[src/hw/rtl/kct_pkg.sv]
package kct_pkg;

	// Default table capacity
	localparam int CAPACITY_DEF = 8;

	localparam int KEY_W   = 16;
	localparam int PAY_W   = 32;
	localparam int KIND_W  = 2;
	localparam int STAT_W  = 2;
	localparam int COUNT_W = 4;

	// Operation codes of a request
	typedef enum logic [KIND_W-1:0] {
		OP_ADD    = 2'd0,
		OP_FIND   = 2'd1,
		OP_REMOVE = 2'd2
	} op_t;

	// Result status codes
	typedef enum logic [STAT_W-1:0] {
		ST_OK      = 2'd0,
		ST_DUP     = 2'd1,
		ST_FULL    = 2'd2,
		ST_MISSING = 2'd3
	} status_t;

	// One table entry
	typedef struct packed {
		logic [KEY_W-1:0] key;
		logic [PAY_W-1:0] payload;
	} entry_t;

endpackage

[src/hw/rtl/kct_if.sv]
// Request channel
interface kct_req_if;
	import kct_pkg::*;
	logic              valid;
	logic              ready;
	logic [KIND_W-1:0] kind;
	logic [KEY_W-1:0]  key;
	logic [PAY_W-1:0]  entry_payload;

	modport source(output valid, output kind, output key, output entry_payload, input ready);
	modport sink(input valid, input kind, input key, input entry_payload, output ready);
endinterface

// Result channel
interface kct_rsp_if;
	import kct_pkg::*;
	logic               valid;
	logic               ready;
	logic [STAT_W-1:0]  status;
	logic [PAY_W-1:0]   found_payload;
	logic [COUNT_W-1:0] entry_count;

	modport source(output valid, output status, output found_payload, output entry_count,
		input ready);
	modport sink(input valid, input status, input found_payload, input entry_count,
		output ready);
endinterface

[src/hw/rtl/kct_store.sv]
// Entry storage: one write port, one read port with registered data
module kct_store #(
	parameter int CAPACITY = kct_pkg::CAPACITY_DEF,
	parameter int AW       = (CAPACITY > 1) ? $clog2(CAPACITY) : 1
) (
	input  logic           clk,
	input  logic           wr_en,
	input  logic [AW-1:0]  wr_addr,
	input  kct_pkg::entry_t wr_data,
	input  logic [AW-1:0]  rd_addr,
	output kct_pkg::entry_t rd_data
);
	import kct_pkg::*;

	entry_t mem_q [CAPACITY];
	entry_t rd_data_q;

	// Write port
	always_ff @(posedge clk) begin
		if (wr_en) begin
			mem_q[wr_addr] <= wr_data;
		end
	end

	// Read port, data in the cycle after the address
	always_ff @(posedge clk) begin
		rd_data_q <= mem_q[rd_addr];
	end

	assign rd_data = rd_data_q;

endmodule

[src/hw/rtl/kct_seq.sv]
// Sequencer: scans entries through the shared key comparator, appends or
// compacts through the single storage write port, and holds the result register.
module kct_seq #(
	parameter int CAPACITY = kct_pkg::CAPACITY_DEF,
	parameter int AW       = (CAPACITY > 1) ? $clog2(CAPACITY) : 1
) (
	input  logic            clk,
	input  logic            arst_n,
	kct_req_if.sink         req,
	kct_rsp_if.source       rsp,
	output logic            wr_en,
	output logic [AW-1:0]   wr_addr,
	output kct_pkg::entry_t wr_data,
	output logic [AW-1:0]   rd_addr,
	input  kct_pkg::entry_t rd_data
);
	import kct_pkg::*;

	localparam int CW = $clog2(CAPACITY + 1);

	typedef enum logic [1:0] {
		S_IDLE,
		S_SCAN,
		S_SHIFT,
		S_RESP
	} state_t;

	state_t             state_q;
	logic [KIND_W-1:0]  kind_q;
	logic [KEY_W-1:0]   key_q;
	logic [PAY_W-1:0]   pay_q;
	logic [CW-1:0]      idx_q;
	logic [CW-1:0]      count_q;
	status_t            res_status_q;
	logic [PAY_W-1:0]   res_pay_q;
	logic               out_valid_q;
	status_t            out_status_q;
	logic [PAY_W-1:0]   out_pay_q;
	logic [COUNT_W-1:0] out_count_q;

	logic               accept;
	logic               hit;
	logic               last;
	logic               full;
	logic               out_free;
	logic [CW-1:0]      idx_inc;
	logic [CW:0]        idx_inc2;
	logic [CW+COUNT_W-1:0] count_ext;

	// Shared compare unit and index arithmetic
	assign accept   = req.valid && req.ready;
	assign idx_inc  = idx_q + CW'(1);
	assign idx_inc2 = {1'b0, idx_q} + (CW+1)'(2);
	assign hit      = (rd_data.key == key_q);
	assign last     = (idx_inc == count_q);
	assign full     = (count_q == CW'(CAPACITY));
	assign out_free = !out_valid_q || rsp.ready;
	assign count_ext = {{COUNT_W{1'b0}}, count_q};

	assign req.ready         = (state_q == S_IDLE);
	assign rsp.valid         = out_valid_q;
	assign rsp.status        = out_status_q;
	assign rsp.found_payload = out_pay_q;
	assign rsp.entry_count   = out_count_q;

	// Storage port control
	always_comb begin
		wr_en   = 1'b0;
		wr_addr = count_q[AW-1:0];
		wr_data = '{key: key_q, payload: pay_q};
		rd_addr = '0;
		case (state_q)
			S_IDLE: begin
				// empty table: add goes straight to slot 0
				if (accept && op_t'(req.kind) == OP_ADD && count_q == '0) begin
					wr_en   = 1'b1;
					wr_addr = '0;
					wr_data = '{key: req.key, payload: req.entry_payload};
				end
			end
			S_SCAN: begin
				rd_addr = idx_inc[AW-1:0];
				if (!hit && last && op_t'(kind_q) == OP_ADD && !full) begin
					wr_en = 1'b1;
				end
			end
			S_SHIFT: begin
				rd_addr = idx_inc2[AW-1:0];
				wr_en   = 1'b1;
				wr_addr = idx_q[AW-1:0];
				wr_data = rd_data;
			end
			default: ;
		endcase
	end

	// Sequencer state and result registers
	always_ff @(posedge clk or negedge arst_n) begin
		if (!arst_n) begin
			state_q      <= S_IDLE;
			count_q      <= '0;
			idx_q        <= '0;
			out_valid_q  <= 1'b0;
			kind_q       <= '0;
			key_q        <= '0;
			pay_q        <= '0;
			res_status_q <= ST_OK;
			res_pay_q    <= '0;
			out_status_q <= ST_OK;
			out_pay_q    <= '0;
			out_count_q  <= '0;
		end else begin
			// result register: load from the response state, clear when taken
			if (state_q == S_RESP && out_free) begin
				out_valid_q <= 1'b1;
			end else if (out_valid_q && rsp.ready) begin
				out_valid_q <= 1'b0;
			end
			case (state_q)
				S_IDLE: begin
					if (accept) begin
						kind_q    <= req.kind;
						key_q     <= req.key;
						pay_q     <= req.entry_payload;
						idx_q     <= '0;
						res_pay_q <= '0;
						case (op_t'(req.kind))
							OP_ADD, OP_FIND, OP_REMOVE: begin
								if (count_q != '0) begin
									res_status_q <= ST_OK;
									state_q      <= S_SCAN;
								end else if (op_t'(req.kind) == OP_ADD) begin
									res_status_q <= ST_OK;
									count_q      <= count_q + CW'(1);
									state_q      <= S_RESP;
								end else begin
									res_status_q <= ST_MISSING;
									state_q      <= S_RESP;
								end
							end
							default: begin
								res_status_q <= ST_OK;
								state_q      <= S_RESP;
							end
						endcase
					end
				end
				S_SCAN: begin
					if (hit) begin
						case (op_t'(kind_q))
							OP_ADD: begin
								res_status_q <= ST_DUP;
								state_q      <= S_RESP;
							end
							OP_FIND: begin
								res_pay_q <= rd_data.payload;
								state_q   <= S_RESP;
							end
							OP_REMOVE: begin
								// matched the tail: nothing to close up
								if (last) begin
									count_q <= count_q - CW'(1);
									state_q <= S_RESP;
								end else begin
									state_q <= S_SHIFT;
								end
							end
							default: state_q <= S_RESP;
						endcase
					end else if (last) begin
						state_q <= S_RESP;
						if (op_t'(kind_q) == OP_ADD) begin
							if (full) begin
								res_status_q <= ST_FULL;
							end else begin
								count_q <= count_q + CW'(1);
							end
						end else begin
							res_status_q <= ST_MISSING;
						end
					end else begin
						idx_q <= idx_inc;
					end
				end
				S_SHIFT: begin
					// entry idx+1 moves down into idx
					if (idx_inc2 == {1'b0, count_q}) begin
						count_q <= count_q - CW'(1);
						state_q <= S_RESP;
					end else begin
						idx_q <= idx_inc;
					end
				end
				S_RESP: begin
					if (out_free) begin
						out_status_q <= res_status_q;
						out_pay_q    <= res_pay_q;
						out_count_q  <= count_ext[COUNT_W-1:0];
						state_q      <= S_IDLE;
					end
				end
				default: state_q <= S_IDLE;
			endcase
		end
	end

	// Count never exceeds the capacity
	a_count_bound: assert property (@(posedge clk) disable iff (!arst_n)
		{1'b0, count_q} <= (CW+1)'(CAPACITY))
		else $error("live count above capacity");

	// Count moves by at most one per cycle
	a_count_step: assert property (@(posedge clk) disable iff (!arst_n)
		(count_q != $past(count_q)) |->
			(count_q == $past(count_q) + CW'(1) || count_q + CW'(1) == $past(count_q)))
		else $error("live count jumped");

	// A new result is loaded only from the response state
	a_rsp_load: assert property (@(posedge clk) disable iff (!arst_n)
		$rose(out_valid_q) |-> $past(state_q == S_RESP))
		else $error("result loaded outside response state");

	// Storage is written only while a request is being worked or taken
	a_wr_ctx: assert property (@(posedge clk) disable iff (!arst_n)
		wr_en |-> (state_q == S_SCAN || state_q == S_SHIFT || accept))
		else $error("storage write outside a request");

	// Found payload is zero unless a find succeeded
	a_pay_zero: assert property (@(posedge clk) disable iff (!arst_n)
		(out_valid_q && out_status_q != ST_OK) |-> (out_pay_q == '0))
		else $error("payload on a failed request");

endmodule

[src/hw/rtl/keyed_compacting_table.sv]
// Sequence: a taken request scans entries in order (up to the live count, stopping at a
//   match), on a remove then moves each later entry down, then loads the result register.
// Flow: one request in flight; the scan and the moves share the single storage read port,
//   and a held result stalls the response state until it is taken.
// Reset (arst_n, asynchronous, active low) clears the live count and control; entry
//   storage is not cleared, and only live entries are ever used.
module keyed_compacting_table #(
	parameter int CAPACITY = kct_pkg::CAPACITY_DEF
) (
	input logic       clk,
	input logic       arst_n,
	kct_req_if.sink   req,
	kct_rsp_if.source rsp
);
	import kct_pkg::*;

	localparam int AW = (CAPACITY > 1) ? $clog2(CAPACITY) : 1;

	logic          wr_en;
	logic [AW-1:0] wr_addr;
	logic [AW-1:0] rd_addr;
	entry_t        wr_data;
	entry_t        rd_data;

	// Request sequencer with the key comparator
	kct_seq #(
		.CAPACITY(CAPACITY),
		.AW      (AW)
	) u_seq (
		.clk    (clk),
		.arst_n (arst_n),
		.req    (req),
		.rsp    (rsp),
		.wr_en  (wr_en),
		.wr_addr(wr_addr),
		.wr_data(wr_data),
		.rd_addr(rd_addr),
		.rd_data(rd_data)
	);

	// Entry memory
	kct_store #(
		.CAPACITY(CAPACITY),
		.AW      (AW)
	) u_store (
		.clk    (clk),
		.wr_en  (wr_en),
		.wr_addr(wr_addr),
		.wr_data(wr_data),
		.rd_addr(rd_addr),
		.rd_data(rd_data)
	);

endmodule
[src/flat_wrapper.sv]
// flat-port wrapper written by rule: the top's interface ports become plain ports
module keyed_compacting_table_flat import kct_pkg::*;
#(
	parameter int CAPACITY = kct_pkg::CAPACITY_DEF
)
  (clk, arst_n, req_valid, req_kind, req_key, req_entry_payload, req_ready, rsp_valid, rsp_status, rsp_found_payload, rsp_entry_count, rsp_ready);
  kct_req_if req_i ();
  kct_rsp_if rsp_i ();
  input logic clk;
  input logic arst_n;
  input wire logic [$bits(req_i.valid)-1:0] req_valid;
  input wire logic [$bits(req_i.kind)-1:0] req_kind;
  input wire logic [$bits(req_i.key)-1:0] req_key;
  input wire logic [$bits(req_i.entry_payload)-1:0] req_entry_payload;
  output wire logic [$bits(req_i.ready)-1:0] req_ready;
  output wire logic [$bits(rsp_i.valid)-1:0] rsp_valid;
  output wire logic [$bits(rsp_i.status)-1:0] rsp_status;
  output wire logic [$bits(rsp_i.found_payload)-1:0] rsp_found_payload;
  output wire logic [$bits(rsp_i.entry_count)-1:0] rsp_entry_count;
  input wire logic [$bits(rsp_i.ready)-1:0] rsp_ready;
  assign req_i.valid = req_valid;
  assign req_i.kind = req_kind;
  assign req_i.key = req_key;
  assign req_i.entry_payload = req_entry_payload;
  assign req_ready = req_i.ready;
  assign rsp_valid = rsp_i.valid;
  assign rsp_status = rsp_i.status;
  assign rsp_found_payload = rsp_i.found_payload;
  assign rsp_entry_count = rsp_i.entry_count;
  assign rsp_i.ready = rsp_ready;
  keyed_compacting_table #(.CAPACITY(CAPACITY)) u_core (.clk(clk), .arst_n(arst_n), .req(req_i), .rsp(rsp_i));
endmodule
[config.mk]
export PLATFORM = sky130hd
export DESIGN_NAME = keyed_compacting_table_flat
export DESIGN_NICKNAME = d
export VERILOG_FILES = /design/src/hw/rtl/kct_pkg.sv /design/src/hw/rtl/kct_if.sv /design/src/hw/rtl/kct_store.sv /design/src/hw/rtl/kct_seq.sv /design/src/hw/rtl/keyed_compacting_table.sv /design/src/flat_wrapper.sv
export SDC_FILE = /design/constraint.sdc
export NUM_CORES = 1
export LEC_CHECK = 0
export BUFFER_PORTS_ARGS = -buffer_cell sky130_fd_sc_hd__buf_2
export CAP_MARGIN = 30
export CELL_PAD_IN_SITES_DETAIL_PLACEMENT = 0
export CELL_PAD_IN_SITES_GLOBAL_PLACEMENT = 1
export CORE_MARGIN = 2
export CORE_UTILIZATION = 45
export DETAILED_ROUTE_END_ITERATION = 8
export GPL_ROUTABILITY_DRIVEN = 0
export GPL_TIMING_DRIVEN = 0
export PLACE_DENSITY_LB_ADDON = 0.1
export SYNTH_ARGS = -nofsm -noshare
export SYNTH_HDL_FRONTEND = slang
export SYNTH_HIERARCHICAL = 1
export SYNTH_SLANG_ARGS = --single-unit
export TNS_END_PERCENT = 50
[constraint.sdc]
create_clock -name clk -period 16.9 [get_ports clk]
set_input_delay 3.38 -clock clk [delete_from_list [all_inputs] [get_ports clk]]
set_output_delay 3.38 -clock clk [all_outputs]
set_load 0.005 [all_outputs]
* After elaboration in Yosys (flattened, before gate mapping)
Memories as Yosys holds them, arrays and structs flattened. A register that Yosys moved wholly into a read port is not among the register bits.
Cells that the tools add are included.
** Word-level totals
- Word-level logic and storage cells :: 127
- Register bits after elaboration :: 133
- Memory bits (writable) :: 384
- Memories kept :: 1
- Output and inout port bits :: 40
** Operators by class
- Reduce and logical (&&, ||, !) cells :: 28
- Multiplexer cells :: 53
- Add/sub/neg operators :: 4
- Equality and inequality tests :: 29
** Memories
- u_core.u_store.mem_q :: words 8, bits a word 48, rd ports 1, clocked after Yosys merged registers in 1, wr ports 1, line kct_store.sv:15 : entry_t mem_q [CAPACITY];
** Operators with widths (number)
- two-way mux 32 bit :: 3
- one-hot mux 48 bit (2 select lines) :: 1
- one-hot mux 32 bit (2 select lines) :: 1
- two-way mux 4 bit :: 15
- two-way mux 48 bit :: 1
- two-way mux 2 bit :: 16
- one-hot mux 4 bit (3 select lines) :: 2
- == test 16 bit :: 1
- != test 3 bit (second input constant) :: 5
- != test 2 bit (second input constant) :: 7
- one-hot mux 3 bit (2 select lines) :: 2
- AND reduction 11 bit :: 1
- AND reduction 5 bit :: 2
- adder 4 x 1 -> 4 bit (second input constant) :: 2
- == test 2 bit (second input constant) :: 4
- logical AND 1 bit :: 8
- two-way mux 1 bit :: 8
- != test 2 x 1 -> 1 bit (second input constant) :: 4
- one-hot mux 2 bit (4 select lines) :: 1
- AND reduction 4 bit :: 2
- == test 2 x 1 -> 1 bit (second input constant) :: 3
- logical NOT 2 bit :: 3
- adder 4 x 2 -> 5 bit (second input constant) :: 1
- == test 5 x 4 -> 1 bit :: 1
- other kinds (16) :: 20

* Depth between registers and ports, before layout
- Depth after elaboration :: 9
- Mapped depth :: 12
- Depth with buffers taken out :: 10

* By module
Netlist, hierarchy kept.
** By module, submodules not included
- kct_store :: area each 15620.0 sq um, instances 1, cells an instance 616
- kct_seq :: area each 7036.7 sq um, instances 1, cells an instance 698

* Worst setup path after synthesis
OpenSTA, ideal clock, no wires.
- Kind :: input-to-reg
- Start point :: in req_kind[1]
- End point :: mem u_core/u_store/mem_q[4][0] (netlist name) (enable)
- Required time :: 16387 ps
- Arrival :: 7772 ps
- Path buffers :: 1
- Slack :: 8615 ps
- Stages :: 7
- Cell sequence :: or3_1 -> nor2_1 -> buf_2 -> a21oi_1 -> nand2_1 -> o21ai_0 -> nor3_1
** Between the ends
- Elaborated cells between the ends (all ways) :: 9
- Classes of those cells :: mux: 6; reduce/logical: 3
** RTL lines
- start: declaration :: line flat_wrapper.sv:12 : input wire logic [$bits(req_i.kind)-1:0] req_kind;
- logical NOT 2 bit :: line kct_seq.sv:75 : if (accept && op_t'(req.kind) == OP_ADD && count_q == '0) begin
- logical AND 1 bit (2 in series) :: line kct_seq.sv:75
- two-way mux 3 bit :: line kct_seq.sv:75
- one-hot mux 3 bit (2 select lines) :: line kct_seq.sv:72 : case (state_q)
- via u_core.wr_addr[1] :: line keyed_compacting_table.sv:20 : logic [AW-1:0] wr_addr;
- end: declaration :: line kct_store.sv:15
The timed path passes the listed nets, and every way through them passes these cells.

* Final worst setup path
- Start point :: in req_valid
- End point :: mem u_core/u_store/mem_q[3][24] (netlist name) (enable)
** Between the ends
- Elaborated cells between the ends (all ways) :: 9
- Classes of those cells :: mux: 6; reduce/logical: 3
** RTL lines
- start: declaration :: line flat_wrapper.sv:11 : input wire logic [$bits(req_i.valid)-1:0] req_valid;
- logical AND 1 bit :: line kct_seq.sv:51 : assign accept = req.valid && req.ready;
- logical AND 1 bit (2 in series) :: line kct_seq.sv:75
- two-way mux 3 bit :: line kct_seq.sv:75
- one-hot mux 3 bit (2 select lines) :: line kct_seq.sv:72
- via u_core.wr_addr[1] :: line keyed_compacting_table.sv:20
The timed path passes the listed nets, and every way through them passes these cells.

==> flow_summary.ini <==
[global_route]
grt_pass1_vias = 12700
grt_pass1_wl_um = 85200
grt_max_degree = 85
grt_use_total = 0.226
antenna_found_initial = 0
grt_overflow_total = 0

[worst_hold_path]
min_from = u_core/u_seq/res_pay_q[25]
hp-class = flip-flop to flip-flop
min_path_cells = 2
hold_end = u_core/u_seq/res_pay_q[25]

[yosys]
yosysWarnings = 6
synth_edf_count = 384
syn_area_per_cell_um2 = 17.2
syn_area_um2 = 22700
synth_cell_type_count = 52
syn_nets = 1376
synthCells = 1314
synth-async-reset-ratio = 0.235
synth_flop_cell = edfxtp_1
synth_seq_cells = 565
yosysSeqAreaShare = 0.698

[clock_tree]
cts_resized = 0
clkTransAtPathRegs_ns = 0.06
cts_tree = built
post_cts.repair.setup_buffers = 0
insertion_delay_ns = 0.61
clock-sinks = 565
htree_levels = 2
clk_path_buf_depth = 3
numCtsBuffers = 58
clockRootBuffer = clkbuf_16
cts_hold_buf = 0

[timing]
max-slew-margin-rel = 0.323
fin_skew_ns = 0.0103
hold_viol_final = 0
timing.fmax_mhz = 158
setup_viol = 0
setup_slack_ns = 10.57
timing.final.crit_share = 0.375
rsz0062_at_grt = false
slew_viol_final = 0
tightest_slew_ns = 1.02
period_needed_ns = 6.33
fin_tns_setup_ns = 0

[setup_path]
arrival_ns = 6.63
reg2reg_depth = 11
reg2reg_to = u_core/u_store/rd_data[19]
critPathRequiredTime_ns = 17.20
rr_startpoint = u_core/u_seq/state_q[0]
criticalPathCategory = input port to flip-flop
critPathCaptureType = flip-flop
reg2reg_slack_ns = 12.08
cp_max_fo = 19
cp-start-kind = input port

[finish]
final_layout_size_suffix_gt1_frac = 0.312
layout_commonest_cell = edfxtp_1
n_fill_cell = 4114
fin_area_um2 = 26500
final_cell_mix = edfxtp_1 (384), nand2_1 (160), dfrtp_1 (133)
fin_nets = 1568
syn2layout_area_growth_pct = 16.9
finish.utilization = 0.530

[floorplan]
ios = 94
core_um2 = 50000
die_x_um = 228
start_util = 0.453
die_y_um = 228
dieArea_um2 = 52200
rows = 82

[pwr]
p_leak_nw = 9.84
ir_drop_mv = 0.0906
p_per_area_nw_per_um2 = 210

[outcome]
status = complete, no violations

[route]
firstDrtPassIters = 6
drcViolationCount = 0
drtAntennaViolNets = 0
via_count = 12500
finalWirelength_um = 58100
drtIter0Drc = 1211
wire_per_inst_um = 26.1
vias_per_cell = 5.62

[placement]
dpl.hpwl_um = 39200
placed_area_um2 = 24600
place_ws_ns = 9.93
placement.io_buffers = 93

[flow_run]
maxCapViolCount = 0
[registers in the layout (all words and copies together) (netlist names)]
name,flops
u_core/u_seq/rsp.found_payload,32
u_core/u_seq/pay_q,32
u_core/u_seq/res_status_q,2
u_core/u_seq/rsp.status,2
u_core/u_seq/rsp.entry_count,4
u_core/u_store/mem_q,384
u_core/u_seq/count_q,4
u_core/u_seq/key_q,16
u_core/u_store/rd_data,48
u_core/u_seq/rsp.valid,1
u_core/u_seq/state_q,2
u_core/u_seq/res_pay_q,32
u_core/u_seq/idx_q,4
u_core/u_seq/kind_q,2
[cell families after synthesis]
logic type,synth area share
multiplexers,0.176
AND/OR/NAND/NOR,0.0478
XOR/XNOR,0.0108
AO/OA/AOI/OAI,0.0431
flip-flops,0.698
buffers and inverters,0.0192
adder cells (fa/ha/maj),0.00442
[how the worst max path moves through the flow]
stage	startpoint	to	slack (ns)
floorplan	req_kind[1]	u_core/u_store/mem_q[4][0]	8.62
finish	req_valid	u_core/u_store/mem_q[3][24]	10.57
global placement	req_kind[1]	u_core/u_store/mem_q[0][29]	3.23
detailed placement	req_valid	u_core/u_store/mem_q[2][30]	9.93
global route	req_valid	u_core/u_store/mem_q[3][29]	10.40
CTS	req_kind[1]	u_core/u_store/mem_q[2][26]	10.57
[routing by layer]
metal | GRT usage | vias to the layer above | part of all wire
met5 | 0 | - | 0
li1 | - | 5502 | -
met1 | 0.316 | 6526 | 0.44
met3 | 0.0397 | 101 | 0.059
met4 | 0.0703 | 0 | 0.030
met2 | 0.363 | 391 | 0.47
[worst max-delay path, cell delays in order]
cell and delay, ns:
buf_2 0.14, nand2_1 0.27, nor2_1 0.13, buf_2 0.26
a21oi_1 0.57, nand2_1 0.10, o21ai_0 0.28, nand2_1 0.27
nor2_4 0.76, buf_16 0.25, buf_12 0.20
[cell usage after synthesis (9+ instances only)]
cell	count	area [um^2]
dfxtp_1	48	961
buf_2	19	95.1
nand2b_1	10	62.6
mux2_4	40	601
clkbuf_1	41	154
edfxtp_1	384	11500
nor2_1	18	67.6
mux2_2	97	1090
o21ai_0	23	115
a221o_1	37	370
inv_1	9	33.8
mux2i_1	13	130
nand2_1	160	601
nand3_1	38	190
mux4_2	93	2090
a21oi_1	42	210
dfrtp_1	133	3330
xnor2_1	21	184
a22oi_1	13	97.6
[per-stage QoR]
stage	total power, mW	hold WS [ns]	instances
6_report	5.57	0.462	2229
5_1_grt	5.84	0.492	2227
4_1_cts	5.61	0.470	2226
3_5_place_dp	4.37	0.456	2117
3_3_place_gp	4.26	0.455	2079
2_1_floorplan	3.64	0.429	1314
[area by class of cell]
cell class / count / area (um^2) / share of cell area
diodes: 2 / 5.00 / 0.000189
clock inverters: 28 / 218 / 0.00822
flip-flops and latches: 565 / 15800 / 0.597
inverters: 9 / 33.8 / 0.00128
plain buffers: 75 / 402 / 0.0152
multi-input cells: 665 / 6460 / 0.244
repair buffers: 132 / 1090 / 0.0412
clock buffers: 81 / 1620 / 0.0611
well taps: 672 / 841 / 0.0317
[power breakdown]
| group | total (mW) | internal (mW) | switching [mW] |
|---|---|---|---|
| Combinational | 2.04 | 0.904 | 1.14 |
| Clock | 1.24 | 0.712 | 0.525 |
| Sequential | 2.29 | 2.09 | 0.196 |
(Power assumes the default switching activity.)
